### src/rtl/dbd_pkg.sv
// ============================================================================
// dbd_pkg: shared definitions for the detection box decoder
// Widths, register map, reset values and the structures passed between the
// configuration block, the row accumulator and the box arithmetic.
// ============================================================================
`default_nettype none

package dbd_pkg;

	localparam int FRAC_BITS  = 16;
	localparam int BOX_FIELDS = 5;

	localparam int DATA_W  = 32;
	localparam int THR_W   = 17;
	localparam int SCALE_W = 23;
	localparam int CLASS_W = 8;
	localparam int POS_W   = 9;
	localparam int SCORE_W = 31;
	localparam int ADDR_W  = 4;
	localparam int APB_W   = 32;

	localparam int EDGE_SUM_W   = DATA_W + 1;
	localparam int EDGE_PROD_W  = EDGE_SUM_W + SCALE_W + 1;
	localparam int EDGE_SH_W    = EDGE_PROD_W - FRAC_BITS;
	localparam int SCORE_PROD_W = 2 * DATA_W;

	localparam logic [1:0] REG_MIN_SCORE   = 2'd0;
	localparam logic [1:0] REG_X_SCALE     = 2'd1;
	localparam logic [1:0] REG_Y_SCALE     = 2'd2;
	localparam logic [1:0] REG_CLASS_COUNT = 2'd3;

	localparam logic [THR_W-1:0]   RST_MIN_SCORE   = THR_W'(16384);
	localparam logic [SCALE_W-1:0] RST_X_SCALE     = SCALE_W'(65536);
	localparam logic [SCALE_W-1:0] RST_Y_SCALE     = SCALE_W'(65536);
	localparam logic [CLASS_W-1:0] RST_CLASS_COUNT = CLASS_W'(80);

	typedef struct packed {
		logic [THR_W-1:0]   min_score;
		logic [SCALE_W-1:0] x_scale;
		logic [SCALE_W-1:0] y_scale;
		logic [CLASS_W-1:0] class_count;
	} cfg_t;

	typedef struct packed {
		logic signed [DATA_W-1:0] centre_x;
		logic signed [DATA_W-1:0] centre_y;
		logic signed [DATA_W-1:0] box_width;
		logic signed [DATA_W-1:0] box_height;
		logic signed [DATA_W-1:0] objectness;
		logic signed [DATA_W-1:0] best_class_score;
		logic [CLASS_W-1:0]       best_class_index;
	} row_t;

	typedef struct packed {
		logic signed [DATA_W-1:0] left_x;
		logic signed [DATA_W-1:0] top_y;
		logic signed [DATA_W-1:0] right_x;
		logic signed [DATA_W-1:0] bottom_y;
		logic [SCORE_W-1:0]       score;
		logic [CLASS_W-1:0]       class_label;
	} det_t;

endpackage

`default_nettype wire

### src/rtl/dbd_row.sv
// ============================================================================
// dbd_row: prediction row accumulator
// Tracks the position in the row, keeps the box fields and a running argmax
// over the class scores, and captures the finished row on its last element.
// ============================================================================
`default_nettype none

module dbd_row (
	input  wire logic                              clk,
	input  wire logic                              arst_n,
	input  wire logic                              advance,
	input  wire logic                              accept,
	input  wire logic signed [dbd_pkg::DATA_W-1:0] element_value,
	input  wire logic [dbd_pkg::CLASS_W-1:0]       class_count,
	output logic                                   valid_s1,
	output dbd_pkg::row_t                          row_s1
);

	dbd_pkg::row_t               row_q;
	dbd_pkg::row_t               row_n;
	logic [dbd_pkg::POS_W-1:0]   pos_q;
	logic [dbd_pkg::POS_W-1:0]   last_pos;
	logic [dbd_pkg::POS_W-1:0]   class_offset;
	logic [dbd_pkg::CLASS_W-1:0] classes;
	logic                        is_last;

	assign classes      = (class_count == '0) ? dbd_pkg::CLASS_W'(1) : class_count;
	assign last_pos     = dbd_pkg::POS_W'(classes) + dbd_pkg::POS_W'(dbd_pkg::BOX_FIELDS - 1);
	assign is_last      = pos_q >= last_pos;
	assign class_offset = pos_q - dbd_pkg::POS_W'(dbd_pkg::BOX_FIELDS);

	always_comb begin
		row_n = row_q;
		case (pos_q)
			dbd_pkg::POS_W'(0): row_n.centre_x   = element_value;
			dbd_pkg::POS_W'(1): row_n.centre_y   = element_value;
			dbd_pkg::POS_W'(2): row_n.box_width  = element_value;
			dbd_pkg::POS_W'(3): row_n.box_height = element_value;
			dbd_pkg::POS_W'(4): row_n.objectness = element_value;
			dbd_pkg::POS_W'(dbd_pkg::BOX_FIELDS): begin
				row_n.best_class_score = element_value;
				row_n.best_class_index = '0;
			end
			default: begin
				if (element_value > row_q.best_class_score) begin
					row_n.best_class_score = element_value;
					row_n.best_class_index = class_offset[dbd_pkg::CLASS_W-1:0];
				end
			end
		endcase
	end

	always_ff @(posedge clk or negedge arst_n) begin
		if (!arst_n) begin
			pos_q    <= '0;
			row_q    <= '0;
			valid_s1 <= 1'b0;
		end else if (advance) begin
			valid_s1 <= accept && is_last;
			if (accept) begin
				row_q <= row_n;
				pos_q <= is_last ? '0 : pos_q + dbd_pkg::POS_W'(1);
			end
		end
	end

	always_ff @(posedge clk) begin
		if (advance && accept && is_last) begin
			row_s1 <= row_n;
		end
	end

endmodule

`default_nettype wire

### config.mk
export PLATFORM = sky130hd
export DESIGN_NAME = dbd_row
export DESIGN_NICKNAME = d
export VERILOG_FILES = /design/src/rtl/dbd_pkg.sv /design/src/rtl/dbd_row.sv
export SDC_FILE = /design/constraint.sdc
export NUM_CORES = 1
export LEC_CHECK = 0
export ABC_AREA = 1
export BUFFER_PORTS_ARGS = -buffer_cell sky130_fd_sc_hd__buf_4
export CAP_MARGIN = 0
export CORE_MARGIN = 2
export CORE_UTILIZATION = 61
export DETAILED_ROUTE_END_ITERATION = 7
export PLACE_DENSITY_LB_ADDON = 0.3
export SYNTH_ARGS = -nofsm -noshare
export SYNTH_HDL_FRONTEND = slang
export SYNTH_SLANG_ARGS = --single-unit
export TNS_END_PERCENT = 20
### constraint.sdc
create_clock -name clk -period 9.55 [get_ports clk]
set_input_delay 0.955 -clock clk [delete_from_list [all_inputs] [get_ports clk]]
set_output_delay 0.955 -clock clk [all_outputs]
set_load 0.005 [all_outputs]
==> qor.txt <==
STATUS
---------------------------------------------------------------------------------
Run status                                                           finished clean

CTS
---------------------------------------------------------------------------------
Insertion delay to the later sink of the worst-skew pair                  0.53 ns
Post-CTS repair timing setup buffer count                                       0
Longest Clk Path Bufs                                                           3
Clock tree from TritonCTS                                                     yes
Level count of the clock H-tree                                                 2
CTS root buffer                                                      sky130_fd_sc_hd__clkbuf_16
Clock slew seen by the registers of the worst setup and hold paths        0.06 ns
Quantity of hold-fixing buffers added after cts                                 0
Num CTS Buffers                                                                42
Number of gates given a new drive strength after cts                            0
Total clock sinks                                                             410

STA
---------------------------------------------------------------------------------
Setup Total Neg Slack                                                        0 ns
Hold Violations, Final                                                          0
Final Skew                                                             0.01180 ns
Final min period                                                         4.375 ns
Max Transition Viols Final                                                      0
Achievable frequency                                                   0.2286 GHz
Setup repair after global routing missed its margin                            no
Slew @ Worst Pin                                                         1.242 ns
Number of endpoints failing setup at the final stage                            0
Tcrit/Tclk final                                                           45.81%
Max-Slew Margin vs Limit                                                   17.23%

POWER
---------------------------------------------------------------------------------
Highest ir drop seen on vdd                                             0.1914 mV
Leak                                                                     10.13 nW
Total power per unit cell area                                       314.5 mW/mm²

FINISH
---------------------------------------------------------------------------------
P&R area growth vs syn                                                     19.18%
Post-route standard cell area excluding fillers                       0.02188 mm²
Commonest cells after routing, fill and taps aside                   678 x sky130_fd_sc_hd__nand2_1, 260 x sky130_fd_sc_hd__buf_4, 228 x sky130_fd_sc_hd__o21ai_0
Area of the multi-input gates                                        0.005914 mm²
Post-layout utilization of the core                                        73.83%
Filler Cells Inserted                                                        2065
Ratio of cells with drive above 1 in the final layout                      16.02%
Post-layout nets                                                             2249
Number of antenna cells inserted                                                0
Leading cell type in the layout, fill and taps excluded              sky130_fd_sc_hd__nand2_1
Sequential standard cell area                                         0.01126 mm²

GLOBAL ROUTE
---------------------------------------------------------------------------------
First-pass GRT wire length                                               71.21 mm
GR Overflow Total                                                               0
Vias in the first global route                                              13770
Largest net degree at the start of global routing                             232
Overall routing resource usage                                             29.05%
Antenna violations before repair                                                0

SETUP PATH
---------------------------------------------------------------------------------
Family with the most delay on the worst path                         buffers and inverters
Worst setup path class                                               input pin to flip-flop
Crit path max-delay cell type                                        sky130_fd_sc_hd__buf_4
Largest fanout of any net on the critical path                                120
Worst Path Arrival                                                        4.52 ns
Combined buffer and inverter count along the critical path                      5
Register-to-register setup slack                                          5.56 ns
Critical-path cell list                                              buf_4 > inv_1 > ha_1 > nand4_1 > nand2_1 > inv_1 > ha_1 > nand2_1 > o211ai_1 > nand3_1 > nand2_1 > nand3_1 > nand2_1 > a21oi_1 > o21bai_1 > nand2_1 > inv_8 > buf_4
Crit Reg-Reg Endpoint                                                  row_s1[77]
CP Launch Type                                                          input pin
Required arrival time at the worst endpoint                               9.69 ns
Category of the worst setup path capture point                          flip-flop
Length in cells of the worst reg-to-reg path                                   13
Critical Path Most Common Cell                                       sky130_fd_sc_hd__nand2_1
Worst reg2reg path startpoint                                            pos_q[0]
Crit-path max cell delay                                                  0.98 ns

DRT
---------------------------------------------------------------------------------
Count of antenna-violating nets left after detailed routing                     0
Vias                                                                        14580
Number of DRC markers after the initial detailed-route iteration             1924
Number of remaining DRC errors                                                  0
Vias per inst                                                               5.650
Detailed-routing iteration count for the pre-antenna-repair pass                6
Drt total wl                                                             46.12 mm
Routed wire length per instance                                          17.87 µm

PLACE
---------------------------------------------------------------------------------
Global placement routability congestion                                    0.8664
Placement-stage cell area                                             0.02041 mm²
HPWL reported at the end of detailed placement                           29.06 mm
PortBufs                                                                      244

LOGIC SYNTHESIS
---------------------------------------------------------------------------------
Cell area after synthesis                                             0.01836 mm²
Number of register bits inferred by synthesis                                 410
Number of flops mapped to enable cells by yosys                               200
Count of cell types in the netlist                                             35
Syn Area/Cell                                                           9.382 µm²
FFs w/ async S/R, synth                                                    51.22%
Syn_nets                                                                     2049
Biggest area consumer among synthesized cells                        sky130_fd_sc_hd__edfxtp_1
Synthesized instance count                                                   1957
Commonest register cell after synthesis                              sky130_fd_sc_hd__dfrtp_1
Main area contributors after synthesis                               sky130_fd_sc_hd__edfxtp_1 33%, sky130_fd_sc_hd__dfrtp_1 29%, sky130_fd_sc_hd__nand2_1 14%
Sequential area share after synthesis                                      61.33%
Area share of the largest cell type after synthesis                        32.71%
Synth warn                                                                      0

FLOORPLAN
---------------------------------------------------------------------------------
Standard-cell rows                                                             63
Die span in y                                                            177.5 µm
Count of pins on the block boundary                                           245
Horizontal die dimension                                                 177.5 µm
Initial standard-cell utilization of the core                              61.95%
Area of the placeable core                                            0.02964 mm²
Area enclosed by the die boundary                                     0.03150 mm²

MIN PATH
---------------------------------------------------------------------------------
Worst min-delay path category                                        input pin to async pin

FLOW RUN
---------------------------------------------------------------------------------
Max-cap viol count                                                              0

flip-flops by register name (all words and copies together), names as in the netlist:
signal,flops
pos_q,9
row_q,200
row_s1,200
valid_s1,1
worst register-to-register path, cell delays in order (launching register included):
cell	delay [ns]
sky130_fd_sc_hd__dfrtp_1	0.45
sky130_fd_sc_hd__inv_1	0.19
sky130_fd_sc_hd__ha_1	0.32
sky130_fd_sc_hd__nand3_1	0.07
sky130_fd_sc_hd__o211ai_1	0.10
sky130_fd_sc_hd__nand3_1	0.09
sky130_fd_sc_hd__nand2_1	0.07
sky130_fd_sc_hd__nand3_1	0.07
sky130_fd_sc_hd__nand2_1	0.06
sky130_fd_sc_hd__a21oi_1	0.07
sky130_fd_sc_hd__o21bai_1	0.12
sky130_fd_sc_hd__nand2_1	0.17
sky130_fd_sc_hd__inv_8	0.67
sky130_fd_sc_hd__buf_4	1.10
area by class of cell:
type	count	share of cell area [%]
flip-flops and latches	410	51.46
multi-input cells	1238	27.03
repair buffers	261	8.989
clock buffers	59	5.798
inverters	204	3.568
well taps	390	2.230
clock inverters	19	0.9263
kinds of logic after synthesis:
logic type | count (synthesis) | share of synthesized area, %
xor+xnor | 13 | 0.6201
flops | 410 | 61.33
buf+inv | 309 | 6.603
simple gates | 853 | 18.77
fa+ha+maj | 48 | 3.271
compound gates | 324 | 9.411
layer usage:
layer	vias up	GRT usage, %	part of all wire [%]
met5	-	0	0
met4	0	11.78	3.7
met3	119	4.027	7.7
met2	682	49.43	51
met1	6981	37.81	38
li1	6800	-	-
worst max path at each step:
stage | cells past startpoint | from | endpoint
final | 18 | class_count[2] | row_s1[77]
after CTS | 18 | class_count[3] | row_s1[111]
after global routing | 18 | class_count[2] | row_s1[114]
after global placement | 18 | class_count[2] | row_s1[77]
after floorplan | 15 | class_count[0] | row_s1[0]
after detailed placement | 18 | class_count[2] | row_s1[77]
Yosys cell counts, types with 2 or more instances:
master                       n
sky130_fd_sc_hd__a22oi_1    32
sky130_fd_sc_hd__o21ai_1     2
sky130_fd_sc_hd__nand4_1    44
sky130_fd_sc_hd__nor2_1     60
sky130_fd_sc_hd__xnor2_1     2
sky130_fd_sc_hd__clkbuf_1   53
sky130_fd_sc_hd__clkinv_1    2
sky130_fd_sc_hd__o21ai_0   228
sky130_fd_sc_hd__inv_2       5
sky130_fd_sc_hd__nor3_1      7
sky130_fd_sc_hd__ha_1       48
sky130_fd_sc_hd__buf_2      30
sky130_fd_sc_hd__edfxtp_1  200
sky130_fd_sc_hd__dfrtp_1   210
sky130_fd_sc_hd__nand3_1    50
sky130_fd_sc_hd__buf_1      18
sky130_fd_sc_hd__nand3b_1    2
sky130_fd_sc_hd__nor4_1      2
sky130_fd_sc_hd__buf_4       4
sky130_fd_sc_hd__inv_1     197
sky130_fd_sc_hd__a21boi_0    5
sky130_fd_sc_hd__xor2_1     11
sky130_fd_sc_hd__nand2_1   681
sky130_fd_sc_hd__o21a_1      2
sky130_fd_sc_hd__a21oi_1    51
sky130_fd_sc_hd__nand4_2     2
power by group:
part | total [mW] | internal (mW) | leakage [nW] | switching [mW]
combinational | 2.36 | 0.780 | 4.81 | 1.58
sequential | 2.82 | 2.58 | 4.59 | 0.244
clock | 1.71 | 1.04 | 0.731 | 0.669
stage by stage:
step	hold slack, ns	instances	power, mW	setup slack, ns
floorplan	0.4493	1957	4.445	2.702
global placement	0.4610	2503	4.975	4.772
detailed placement	0.4652	2503	5.134	4.671
CTS	0.4822	2581	6.858	5.199
global route	0.4943	2581	7.330	4.885
finish	0.4725	2581	6.883	5.175
Note: power is estimated with default switching activity, not from simulation.
