File: src/rtl/dbd_pkg.sv
// ============================================================================
// dbd_pkg: shared definitions for the detection box decoder
// Widths, register map, reset values and the structures passed between the
// configuration block, the row accumulator and the box arithmetic.
// ============================================================================
`default_nettype none

package dbd_pkg;

	localparam int FRAC_BITS  = 16;
	localparam int BOX_FIELDS = 5;

	localparam int DATA_W  = 32;
	localparam int THR_W   = 17;
	localparam int SCALE_W = 23;
	localparam int CLASS_W = 8;
	localparam int POS_W   = 9;
	localparam int SCORE_W = 31;
	localparam int ADDR_W  = 4;
	localparam int APB_W   = 32;

	localparam int EDGE_SUM_W   = DATA_W + 1;
	localparam int EDGE_PROD_W  = EDGE_SUM_W + SCALE_W + 1;
	localparam int EDGE_SH_W    = EDGE_PROD_W - FRAC_BITS;
	localparam int SCORE_PROD_W = 2 * DATA_W;

	localparam logic [1:0] REG_MIN_SCORE   = 2'd0;
	localparam logic [1:0] REG_X_SCALE     = 2'd1;
	localparam logic [1:0] REG_Y_SCALE     = 2'd2;
	localparam logic [1:0] REG_CLASS_COUNT = 2'd3;

	localparam logic [THR_W-1:0]   RST_MIN_SCORE   = THR_W'(16384);
	localparam logic [SCALE_W-1:0] RST_X_SCALE     = SCALE_W'(65536);
	localparam logic [SCALE_W-1:0] RST_Y_SCALE     = SCALE_W'(65536);
	localparam logic [CLASS_W-1:0] RST_CLASS_COUNT = CLASS_W'(80);

	typedef struct packed {
		logic [THR_W-1:0]   min_score;
		logic [SCALE_W-1:0] x_scale;
		logic [SCALE_W-1:0] y_scale;
		logic [CLASS_W-1:0] class_count;
	} cfg_t;

	typedef struct packed {
		logic signed [DATA_W-1:0] centre_x;
		logic signed [DATA_W-1:0] centre_y;
		logic signed [DATA_W-1:0] box_width;
		logic signed [DATA_W-1:0] box_height;
		logic signed [DATA_W-1:0] objectness;
		logic signed [DATA_W-1:0] best_class_score;
		logic [CLASS_W-1:0]       best_class_index;
	} row_t;

	typedef struct packed {
		logic signed [DATA_W-1:0] left_x;
		logic signed [DATA_W-1:0] top_y;
		logic signed [DATA_W-1:0] right_x;
		logic signed [DATA_W-1:0] bottom_y;
		logic [SCORE_W-1:0]       score;
		logic [CLASS_W-1:0]       class_label;
	} det_t;

endpackage

`default_nettype wire

File: src/rtl/dbd_cfg.sv
// ============================================================================
// dbd_cfg: configuration registers
// APB-style register file holding threshold, scale factors and class count.
// ============================================================================
`default_nettype none

module dbd_cfg (
	input  wire logic                         clk,
	input  wire logic                         arst_n,
	input  wire logic                         psel,
	input  wire logic                         penable,
	input  wire logic                         pwrite,
	input  wire logic [dbd_pkg::ADDR_W-1:0]   paddr,
	input  wire logic [dbd_pkg::APB_W-1:0]    pwdata,
	output logic      [dbd_pkg::APB_W-1:0]    prdata,
	output logic                              pready,
	output dbd_pkg::cfg_t                     cfg
);

	dbd_pkg::cfg_t cfg_q;
	logic          wr_en;
	logic [1:0]    reg_sel;

	assign pready  = 1'b1;
	assign wr_en   = psel && penable && pwrite;
	assign reg_sel = paddr[3:2];
	assign cfg     = cfg_q;

	always_ff @(posedge clk or negedge arst_n) begin
		if (!arst_n) begin
			cfg_q.min_score   <= dbd_pkg::RST_MIN_SCORE;
			cfg_q.x_scale     <= dbd_pkg::RST_X_SCALE;
			cfg_q.y_scale     <= dbd_pkg::RST_Y_SCALE;
			cfg_q.class_count <= dbd_pkg::RST_CLASS_COUNT;
		end else if (wr_en) begin
			case (reg_sel)
				dbd_pkg::REG_MIN_SCORE: begin
					cfg_q.min_score <= pwdata[dbd_pkg::THR_W-1:0];
				end
				dbd_pkg::REG_X_SCALE: begin
					cfg_q.x_scale <= pwdata[dbd_pkg::SCALE_W-1:0];
				end
				dbd_pkg::REG_Y_SCALE: begin
					cfg_q.y_scale <= pwdata[dbd_pkg::SCALE_W-1:0];
				end
				dbd_pkg::REG_CLASS_COUNT: begin
					cfg_q.class_count <= pwdata[dbd_pkg::CLASS_W-1:0];
				end
				default: begin
				end
			endcase
		end
	end

	always_comb begin
		case (reg_sel)
			dbd_pkg::REG_MIN_SCORE:   prdata = dbd_pkg::APB_W'(cfg_q.min_score);
			dbd_pkg::REG_X_SCALE:     prdata = dbd_pkg::APB_W'(cfg_q.x_scale);
			dbd_pkg::REG_Y_SCALE:     prdata = dbd_pkg::APB_W'(cfg_q.y_scale);
			dbd_pkg::REG_CLASS_COUNT: prdata = dbd_pkg::APB_W'(cfg_q.class_count);
			default:                  prdata = '0;
		endcase
	end

endmodule

`default_nettype wire

File: config.mk
export PLATFORM = sky130hd
export DESIGN_NAME = dbd_cfg
export DESIGN_NICKNAME = d
export VERILOG_FILES = /design/src/rtl/dbd_pkg.sv /design/src/rtl/dbd_cfg.sv
export SDC_FILE = /design/constraint.sdc
export NUM_CORES = 1
export LEC_CHECK = 0
export ABC_AREA = 1
export CORE_MARGIN = 2
export CORE_UTILIZATION = 25
export DETAILED_ROUTE_END_ITERATION = 10
export DONT_BUFFER_PORTS = 1
export GPL_TIMING_DRIVEN = 0
export HOLD_SLACK_MARGIN = 0.1
export SLEW_MARGIN = 20
export SYNTH_ARGS = -nofsm -noshare
export SYNTH_HDL_FRONTEND = slang
export SYNTH_SLANG_ARGS = --single-unit
File: constraint.sdc
create_clock -name clk -period 0.88 [get_ports clk]
set_input_delay 0.132 -clock clk [delete_from_list [all_inputs] [get_ports clk]]
set_output_delay 0.132 -clock clk [all_outputs]
set_load 0.005 [all_outputs]
==> results by group, run 1 <==
Cells and area
  – Final core area utilization: 32.3%
  – Fin cells: ~650
  – Post-layout nets: 512
  – Share of cells above drive strength 1: between 10% and 20%
  – Ant diodes: 0
  – Max reg flops: 71
  – Final instance area: 0.00425 mm^2
  – Filler cells: 1391
  – Reg area: between 0.0015 and 0.002 mm^2
  – Multi-input gate area: 0.00147 mm^2
  – Layout area overhead: 26.6%

Die
  – Die H: 120 um
  – Core area: 0.0132 mm^2
  – Die area: about 0.014 mm^2
  – Starting Density: approximately 25%
  – Cell Rows: 42
  – Die X: ~120 um
  – I/O pin cnt: 145

Pwr
  – Worst VDD drop: roughly 1.2 mV
  – Power per standard cell area: around 2300 mW/mm^2
  – Share of power burned in registers: about half
  – P_leak: approximately 2.2 nW
  – Switching share of power: 29.6%
  – Sw power: 2.85 mW
  – Combinational Power Share: 13.2%
  – Clock network power share: between 30% and 40%
  – Internal power: 6.78 mW

GRT
  – GRT overflow: 0
  – Vias in the first global route: ~3000
  – Largest net degree at the start of global routing: between 70 and 80
  – First-pass GRT wire length: 17500 um
  – Gr usage total: 16.2%
  – Initial antenna violation count: 0

Worst setup path
  – Cell Chain, Critical Path: nand3_2, nand4_1
  – CP Data Required Time: 0.75 ns
  – CP max FO: 3
  – Worst EP arrival: roughly 1.1 ns
  – Slowest CP cell: dfstp_2
  – Worst r2r src: cfg[6]
  – WS Path Type: reg -> out
  – Crit path launch type: flop
  – Setup crit start: cfg[4]
  – Slowest stage delay, CP: 0.56 ns
  – CP Capture Type: output pin

STA
  – Fin worst setup slack: -0.325 ns
  – Highest Clock Rate: 830 MHz
  – Minimum clock period: 1.20 ns
  – RSZ-0062 raised after global routing: yes
  – Fin. Hold Viols: 71
  – Worst hold margin: -0.512 ns
  – Max-slew violation count: 0
  – Count of final setup violators: 51
  – Fin crit share: 137%
  – Worst Clk Skew: 0 ns

Logic synthesis
  – Area leader, netlist: dfrtp_1
  – Area contributors post-synth: dfrtp_1 (49%), nand2_1 (30%), nand3_1 (4.9%)
  – Post-synthesis sequential area ratio: 53.1%
  – Area of the mapped netlist: 0.00336 mm^2
  – Gate Count Post-Synth: 429
  – Yosys warnings: 0
  – Commonest register cell after synthesis: dfrtp_1
  – Distinct cell type count after synthesis: 18
  – Synth Register Bits: 71
  – Async SR Flop Fraction: 100%
  – Syn Area/Cell: 7.83 um^2
  – Yosys top cell area share: 49.2%
  – Number of flops mapped to enable cells by yosys: 0

Detailed routing
  – Post-DRT Antenna Nets: 0
  – Initial DRT Pass Iterations: 4
  – Post-DR vias/cell: between 4 and 5
  – Overall routed net length: roughly 11000 um
  – DRT iter0 DRCs: 249
  – Wire per inst: 17.4 um
  – Vias: 2972
  – Drc violations: 0

Flow run
  – Max_cap viols: 0

Placed design
  – Post-DP HPWL: 7730 um
  – Area of placed instances: between 0.003 and 0.004 mm^2
  – Port buffer count: 0
  – Cell total after placement: a little over 600
  – RD Place Congestion: 0.781

Clocking
  – Post-CTS Hold Buffers: 23
  – # Post-CTS Setup Buffers: 0
  – CTS H-Tree Depth: 3
  – Worst skew pair latency: 0.33 ns
  – CTS Sinks: 71
  – TritonCTS clock tree: built
  – Root Buffer: clkbuf_16
  – Clock-pin slew on the worst setup and hold paths: 0.06 ns
  – TritonCTS buffer count: 9
  – Worst-case clock buffer depth: 2

Hold path
  – Min-delay worst type: in -> async

Outcome
  – Run status: complete, but fails checks
  – Failing checks: negative hold slack, negative setup slack
==> cells by family (layout without fill, tap and decap cells) <==
kind of cell           count (synthesis)  count (layout)  synth area share (%)
flip-flops                            71              71                  53.1
AND/OR/NAND/NOR                      323             323                  40.1
buffers and inverters                 33              72                  6.63
other                                  2              10                 0.224
==> critical path: cells and delay by family (launching register included) <==
| kind | cells | cell delay, ns |
|---|---|---|
| simple gates | 2 | 0.18 |
| flops | 1 | 0.56 |
==> through the flow <==
stage	TNS [ns]	setup slack (ns)	power, mW	hold WS (ns)
after floorplan	0	0.00447	5.45	-0.164
after global placement	-22.08	-0.314	5.83	-0.161
after detailed placement	-23.47	-0.333	5.91	-0.161
after CTS	-6.77	-0.347	9.72	-0.528
after global routing	-8.40	-0.393	10.2	-0.530
final	-5.52	-0.325	9.64	-0.512
==> Yosys cell counts, types with 3 or more instances <==
library cell and number:
buf_2 8, buf_4 15, buf_6 4, dfrtp_1 66, dfstp_2 5, inv_2 3, nand2_1 270, nand2_2 3
nand3_1 33, nand4_1 8, nor2_4 3
==> power by group through the flow <==
stage | combinational, mW | sequential [mW] | clock (mW)
after global routing | 1.47 | 4.86 | 3.86
after detailed placement | 1.11 | 4.79 | 0
after global placement | 1.06 | 4.77 | 0
final | 1.27 | 4.76 | 3.60
after CTS | 1.27 | 4.75 | 3.70
after floorplan | 0.895 | 4.55 | 0
==> cell type report <==
class	instances	share of cell area, %
clock buffer	14	5.97
inverter	6	0.765
timing repair buffer	23	5.41
buffer	27	5.26
sequential	71	42.0
tap	176	5.18
multi-input combinational	333	34.6
clock inverter	2	0.824
==> path summary, 6_finish.rpt <==
check	to	slack, ns	cells after the start
max	prdata[4]	-0.32	2
min	cfg[58]	-0.51	0
min reg2reg	cfg[24]	0.49	2
min in group clk	cfg[30]	0.13	5
max in group asynchronous	cfg[68]	1.17	0
max reg2reg	cfg[6]	0.14	2
==> timing repair <==
item | CTS | global route
setup endpoints to repair | 92 | 94
pin swaps | 48 | 19
gates resized for setup | 19 | 15
endpoints found under the hold margin | 142 | 71
==> metal layers <==
layer	GRT usage (%)	up-vias	wire, um	part of all wire [%]
met2	27.1	146	5530	49
met1	19.6	1403	4660	41
met3	5.56	18	955	8.4
met5	0	-	0	0
met4	5.22	0	204	1.8
li1	-	1405	-	-
==> cells in the final DEF, fill, tap and decap left out, types with 2 or more instances in the layout <==
cell type      netlist  layout
clkbuf_1             0       4
dfstp_2              5       5
nand3_1             33      20
buf_2                8       2
nand3_2              1      14
inv_4                1       4
inv_1                2       2
clkbuf_16            0       9
nand4_1              8       8
nor2_2               2       2
conb_1               2      10
nand2_1            270     263
buf_6                4       7
buf_4               15      18
dfrtp_2              0       3
dfrtp_1             66      63
nand2_4              2       3
dlygate4sd3_1        0      23
nor2_4               3       3
nand2_2              3       9
(Power assumes the default switching activity.)
==> inputs of run 2 (changes only) <==
==> constraint.sdc (replaced) <==
create_clock -name clk -period 0.88 [get_ports clk]
set_input_delay 0 -clock clk [delete_from_list [all_inputs] [get_ports clk]]
set_output_delay 0 -clock clk [all_outputs]
set_load 0.005 [all_outputs]
==> run 2 against run 1 <==
Compared with the run above:
- the flow still finishes with violations (negative hold slack, negative setup slack)
- sequential cell count unchanged
- register-to-register slack hardly changed
- non-clock buffer count unchanged
- die area unchanged
- utilization barely moved
- critical endpoint unchanged
- first-iteration DRC count decreased by 8.8%
- final cell count did not move
==> results by group, run 2 (same netlist as run 1, synthesis figures left out) <==
Detailed routing
  – Met2 wire len: 5480 um (-1.0%)
  – Overall routed net length: 11300 um (-0.24%)
  – Vias: 3002 (+1.0%)
  – Wire per inst: 17.4 um (-0.24%)
  – Drc violations: 0 (unchanged)
  – Initial DRT Pass Iterations: 4 (unchanged)
  – DRT met1 WL: 4550 um (-2.4%)
  – DRT iter0 DRCs: 227 (-8.8%)
  – Post-DRT Antenna Nets: 0 (unchanged)
  – Max Used Layer: met4
  – Post-DR vias/cell: 4.60 (+1.0%)
  – Detail Route met3 WL: 1170 um (+22%)

Clocking
  – Root Buffer: clkbuf_16
  – TritonCTS buffer count: 9 (unchanged)
  – TritonCTS clock tree: built
  – # Post-CTS Setup Buffers: 0 (unchanged)
  – Post-CTS Hold Buffers: 23 (unchanged)
  – Worst-case clock buffer depth: 2 (unchanged)
  – Clock-pin slew on the worst setup and hold paths: 0.06 ns (about the same)
  – Worst skew pair latency: 0.34 ns (about the same)
  – CTS Sinks: 71 (unchanged)
  – CTS H-Tree Depth: 3 (unchanged)

STA
  – Count of final setup violators: 23 (-55%)
  – Minimum clock period: 1.09 ns (-0.116 ns)
  – Fin. Hold Viols: 71 (unchanged)
  – Worst hold margin: -0.639 ns (-0.128 ns)
  – Worst Clk Skew: 0 ns (unchanged)
  – Max-slew violation count: 0 (unchanged)
  – Fin worst setup slack: -0.209 ns (+0.116 ns)
  – Fin crit share: 124% (-13 points)
  – Highest Clock Rate: 918 MHz (+11%)
  – RSZ-0062 raised after global routing: yes

Cells and area
  – Commonest non-fill, non-tap cell in the layout: nand2_1
  – Share of cells above drive strength 1: 17.0% (-0.42 points)
  – Layout area overhead: 26.6% (about the same)
  – Post-layout nets: 512 (unchanged)
  – Filler cells: 1409 (+1.3%)
  – Fin cells: 652 (unchanged)
  – Max reg flops: 71 (unchanged)
  – Multi-input gate area: 0.00145 mm^2 (-1.2%)
  – Ant diodes: 0 (unchanged)
  – Reg area: 0.00178 mm^2 (-0.21%)
  – Final instance area: 0.00425 mm^2 (about the same)
  – Commonest non-fill, non-tap cells in the layout: nand2_1 (264), dfrtp_1 (66), dlygate4sd3_1 (23)

Worst setup path
  – CP max FO: 3 (unchanged)
  – Worst EP arrival: 1.09 ns (+0.02 ns)
  – CP Data Required Time: 0.88 ns (+0.13 ns)
  – End of the worst register-to-register path: cfg[6]
  – WS Path Type: reg -> out
  – Reg2reg path depth: 2 (unchanged)
  – Worst r2r src: cfg[6]
  – Slowest stage delay, CP: 0.56 ns (about the same)
  – Cell Chain, Critical Path: nand3_2, nand4_1
  – Slowest CP cell: dfstp_2
  – FF-to-FF setup slack: 0.13 ns (about the same)
  – Crit path launch type: flop
  – CP Capture Type: output pin

GRT
  – GRT overflow: 0 (unchanged)
  – Initial antenna violation count: 0 (unchanged)
  – Gr usage total: 15.9% (-0.29 points)
  – First-pass GRT wire length: 17200 um (-1.7%)
  – Largest net degree at the start of global routing: 72 (unchanged)
  – Vias in the first global route: 3000 (-0.63%)

Placed design
  – Port buffer count: 0 (unchanged)
  – RD Place Congestion: 0.758 (-2.9%)
  – Area of placed instances: 0.00361 mm^2 (-0.35%)
  – Cell total after placement: 613 (unchanged)
  – Dpl ws: -0.235 ns (+0.0980 ns)
  – Post-DP HPWL: 7750 um (+0.25%)

Die
  – Die area: 0.0144 mm^2 (unchanged)
  – Starting Density: 25.5% (unchanged)
  – Core area: 0.0132 mm^2 (unchanged)
  – I/O pin cnt: 145 (unchanged)
  – Die H: 120 um (unchanged)
  – Cell Rows: 42 (unchanged)
  – Die X: 120 um (unchanged)

Pwr
  – Worst VDD drop: 0.917 mV (-22%)
  – Power Total: 10.0 mW (+4.2%)
  – P_leak: 2.22 nW (about the same)
  – Power per standard cell area: 2360 mW/mm^2 (+4.3%)

Flow run
  – Max_cap viols: 0 (unchanged)

Outcome
  – Run status: complete, but fails checks
  – Failing checks: negative hold slack, negative setup slack

Hold path
  – Min-delay worst type: in -> async
-- run 2: cell count changes in the layout (fill, tap and decap cells not counted), moves of 3 or more --
| cell | change |
|---|---|
| dfrtp_2 | -3 |
| buf_6 | -3 |
| buf_2 | +3 |
| clkbuf_1 | -4 |
| dfrtp_1 | +3 |
-- run 2: through the flow --
| stage | TNS (ns) | util [%] | hold slack [ns] |
|---|---|---|---|
| 2_1_floorplan | 0 | - | -0.296 |
| 3_3_place_gp | -10.54 | 27.4 | -0.294 |
| 3_5_place_dp | -11.40 | 27.4 | -0.293 |
| 4_1_cts | -2.19 | 32.1 | -0.654 |
| 5_1_grt | -2.99 | 32.2 | -0.660 |
| 6_report | -1.85 | 32.2 | -0.639 |
-- run 2: final cells by class --
type	instances	share of cell area, %
flip-flops and latches	71	41.9
multi-input cells	333	34.2
clock buffers	11	5.94
repair buffers	23	5.41
well taps	176	5.18
plain buffers	27	4.82
clock inverters	5	1.88
inverters	6	0.647
-- run 2: power breakdown --
group / leakage [nW] / internal, mW / switching (mW)
Clock: 0.158 / 2.63 / 1.39
Combinational: 1.18 / 0.522 / 0.743
Sequential: 0.891 / 3.97 / 0.783
-- run 2: what timing repair did --
action,4_1_cts,5_1_grt
endpoints found under the setup margin,28,28
gates resized for setup,14,7
hold endpoints to repair,142,77
pin swaps,35,14
-- run 2: critical path, delay by kind of cell, from the launching register on --
kind | cells | cell delay, ns
flops | 1 | 0.56
simple gates | 2 | 0.19
-- run 2: how the worst max path moves through the flow --
stage / startpoint / endpoint / slack, ns / depth (start not counted)
2_1_floorplan: paddr[3] / cfg[54] / 0.11 / 6
3_3_place_gp: paddr[3] / cfg[56] / -0.24 / 6
3_5_place_dp: paddr[3] / cfg[57] / -0.24 / 6
4_1_cts: cfg[4] / prdata[4] / -0.23 / 2
5_1_grt: cfg[6] / prdata[6] / -0.26 / 2
6_report: cfg[4] / prdata[4] / -0.21 / 2
-- run 2: per-layer routing --
layer,vias to the layer above,GRT usage [%]
met5,-,0
met4,0,4.41
met3,15,5.70
met2,159,26.8
met1,1431,19.2
li1,1397,-
==> inputs of run 3 (changes only) <==
Settings changed: CTS_BUF_LIST from default to sky130_fd_sc_hd__clkbuf_4 sky130_fd_sc_hd__clkbuf_8.
==> run 3 against run 2 <==
Compared with the run above:
- sequential cell count stayed put
- the run still ends with negative hold slack, negative setup slack left
- clock power is 25% lower
- utilization is 0.77 points lower
- total power is 9.9% lower
- final area is 2.4% lower
- setup slack worse by 0.039 ns
- routed wire length hardly changed
- critical path depth stayed put
- critical path type unchanged
- die area stayed put
- hold slack worse by 0.033 ns
==> results by group, run 3 (same netlist as run 1, synthesis figures left out) <==
Detailed routing
  – Post-DRT Antenna Nets: 0 (unchanged)
  – Initial DRT Pass Iterations: 6 (+2)
  – DRT iter0 DRCs: 230 (+1.3%)
  – Vias: 3008 (+0.20%)
  – Drc violations: 0 (unchanged)
  – Post-DR vias/cell: 4.61 (+0.20%)
  – Overall routed net length: 11300 um (about the same)
  – Wire per inst: 17.4 um (about the same)

Cells and area
  – Ant diodes: 0 (unchanged)
  – Post-layout nets: 512 (unchanged)
  – Max reg flops: 71 (unchanged)
  – Final instance area: 0.00415 mm^2 (-2.4%)
  – Commonest non-fill, non-tap cells in the layout: nand2_1 (263), dfrtp_1 (66), dlygate4sd3_1 (23)
  – Commonest non-fill, non-tap cell in the layout: nand2_1
  – Share of cells above drive strength 1: 17.2% (+0.21 points)
  – Layout area overhead: 23.6%

Worst setup path
  – Reg2reg path depth: 2 (unchanged)
  – CP Capture Type: output pin
  – WS Path Type: reg -> out
  – CP max FO: 3 (unchanged)
  – Slowest stage delay, CP: 0.57 ns (about the same)
  – FF-to-FF setup slack: 0.12 ns (about the same)
  – CP Data Required Time: 0.88 ns (about the same)
  – Crit path launch type: flop
  – Worst EP arrival: 1.13 ns (+0.04 ns)
  – Slowest CP cell: dfstp_2
  – Cell Chain, Critical Path: nand3_2, nand4_1

STA
  – Fin crit share: 128% (+4.5 points)
  – Minimum clock period: 1.13 ns (+0.0393 ns)
  – Max-slew violation count: 0 (unchanged)
  – Fin. Hold Viols: 71 (unchanged)
  – Fin worst setup slack: -0.249 ns (-0.0393 ns)
  – Count of final setup violators: 28 (+22%)
  – Worst hold margin: -0.672 ns (-0.0326 ns)
  – Worst Clk Skew: 0 ns (unchanged)
  – RSZ-0062 raised after global routing: yes
  – Highest Clock Rate: 886 MHz (-3.5%)

Clocking
  – Worst skew pair latency: 0.36 ns (+0.02 ns)
  – TritonCTS buffer count: 9 (unchanged)
  – CTS H-Tree Depth: 3 (unchanged)
  – Clock-pin slew on the worst setup and hold paths: 0.08 ns (+0.02 ns)
  – Post-CTS Hold Buffers: 24 (+4.3%)
  – CTS Sinks: 71 (unchanged)
  – Root Buffer: clkbuf_8
  – TritonCTS clock tree: built
  – Worst-case clock buffer depth: 2 (unchanged)
  – # Post-CTS Setup Buffers: 0 (unchanged)

Pwr
  – Worst VDD drop: 0.810 mV (-12%)
  – Power per standard cell area: 2180 mW/mm^2 (-7.7%)
  – P_leak: 2.18 nW (-2.0%)

Die
  – Starting Density: 25.5% (unchanged)
  – Die area: 0.0144 mm^2 (unchanged)
  – Die X: 120 um (unchanged)
  – Cell Rows: 42 (unchanged)
  – Die H: 120 um (unchanged)
  – I/O pin cnt: 145 (unchanged)
  – Core area: 0.0132 mm^2 (unchanged)

Placed design
  – Port buffer count: 0 (unchanged)
  – Post-DP HPWL: 7750 um (unchanged)
  – RD Place Congestion: 0.758 (unchanged)
  – Area of placed instances: 0.00361 mm^2 (unchanged)
  – Dpl ws: -0.235 ns (unchanged)

GRT
  – GRT overflow: 0 (unchanged)
  – First-pass GRT wire length: 17100 um (-0.56%)
  – Gr usage total: 15.9% (-0.020 points)
  – Vias in the first global route: 2976 (-0.80%)
  – Largest net degree at the start of global routing: 72 (unchanged)
  – Initial antenna violation count: 0 (unchanged)

Flow run
  – Max_cap viols: 0 (unchanged)

Hold path
  – Min-delay worst type: in -> async

Outcome
  – Run status: complete, but fails checks
  – Failing checks: negative hold slack, negative setup slack
==> run 3: cell counts in the layout (fill, tap and decap cells not counted) <==
No cell type changed its count.
==> run 3: layout make-up <==
class | count | area [um^2]
Inverter | 6 | 25.0
Fill cell | 1422 | 9040
Sequential cell | 71 | 1780
Buffer | 27 | 205
Tap cell | 176 | 220
Timing Repair Buffer | 23 | 230
Clock inverter | 5 | 80.1
Clock buffer | 11 | 151
Multi-Input combinational cell | 333 | 1460
==> run 3: final timing paths <==
| kind | from | endpoint |
|---|---|---|
| max in group asynchronous | arst_n | cfg[24] |
| setup / recovery | cfg[4] | prdata[4] |
| min in group clk | penable | cfg[9] |
| hold reg to reg | cfg[4] | cfg[4] |
| hold / removal | arst_n | cfg[0] |
| setup reg to reg | cfg[6] | cfg[6] |
==> run 3: what timing repair did <==
item                       4_1_cts  5_1_grt
pin swaps                       36       12
hold endpoints to repair       142       84
setup endpoints to repair       28       31
resized for setup               14        7
cloned                           0        0
==> run 3: metal layers <==
layer	up-vias	share of wire [%]	global-route usage, %	wire (um)
met5	-	0	0	0
met4	0	1.2	4.78	141
met3	15	9.7	5.75	1100
met2	147	48	26.6	5490
met1	1452	41	19.1	4600
li1	1394	-	-	-
==> run 3: power breakdown <==
part	total, mW	internal [mW]	switching (mW)
registers	4.75	3.97	0.782
clock network	3.03	1.74	1.29
logic	1.27	0.522	0.743
total	9.05	6.23	2.81
==> run 3: through the flow <==
| step | total power [mW] | hold slack (ns) | std cells | TNS, ns | util, % |
|---|---|---|---|---|---|
| 2_1_floorplan | 5.44 | -0.296 | 437 | 0 | - |
| 3_3_place_gp | 5.83 | -0.294 | 613 | -10.54 | 27.4 |
| 3_5_place_dp | 5.90 | -0.293 | 613 | -11.40 | 27.4 |
| 4_1_cts | 9.13 | -0.700 | 653 | -3.48 | 31.4 |
| 5_1_grt | 9.53 | -0.705 | 652 | -4.11 | 31.5 |
| 6_report | 9.05 | -0.672 | 652 | -2.72 | 31.5 |
==> run 3: worst max-delay path: cells and delay by family (launching register included) <==
kind	cells	cell delay, ns
DFF	1	0.57
and+or+nand+nor	2	0.19
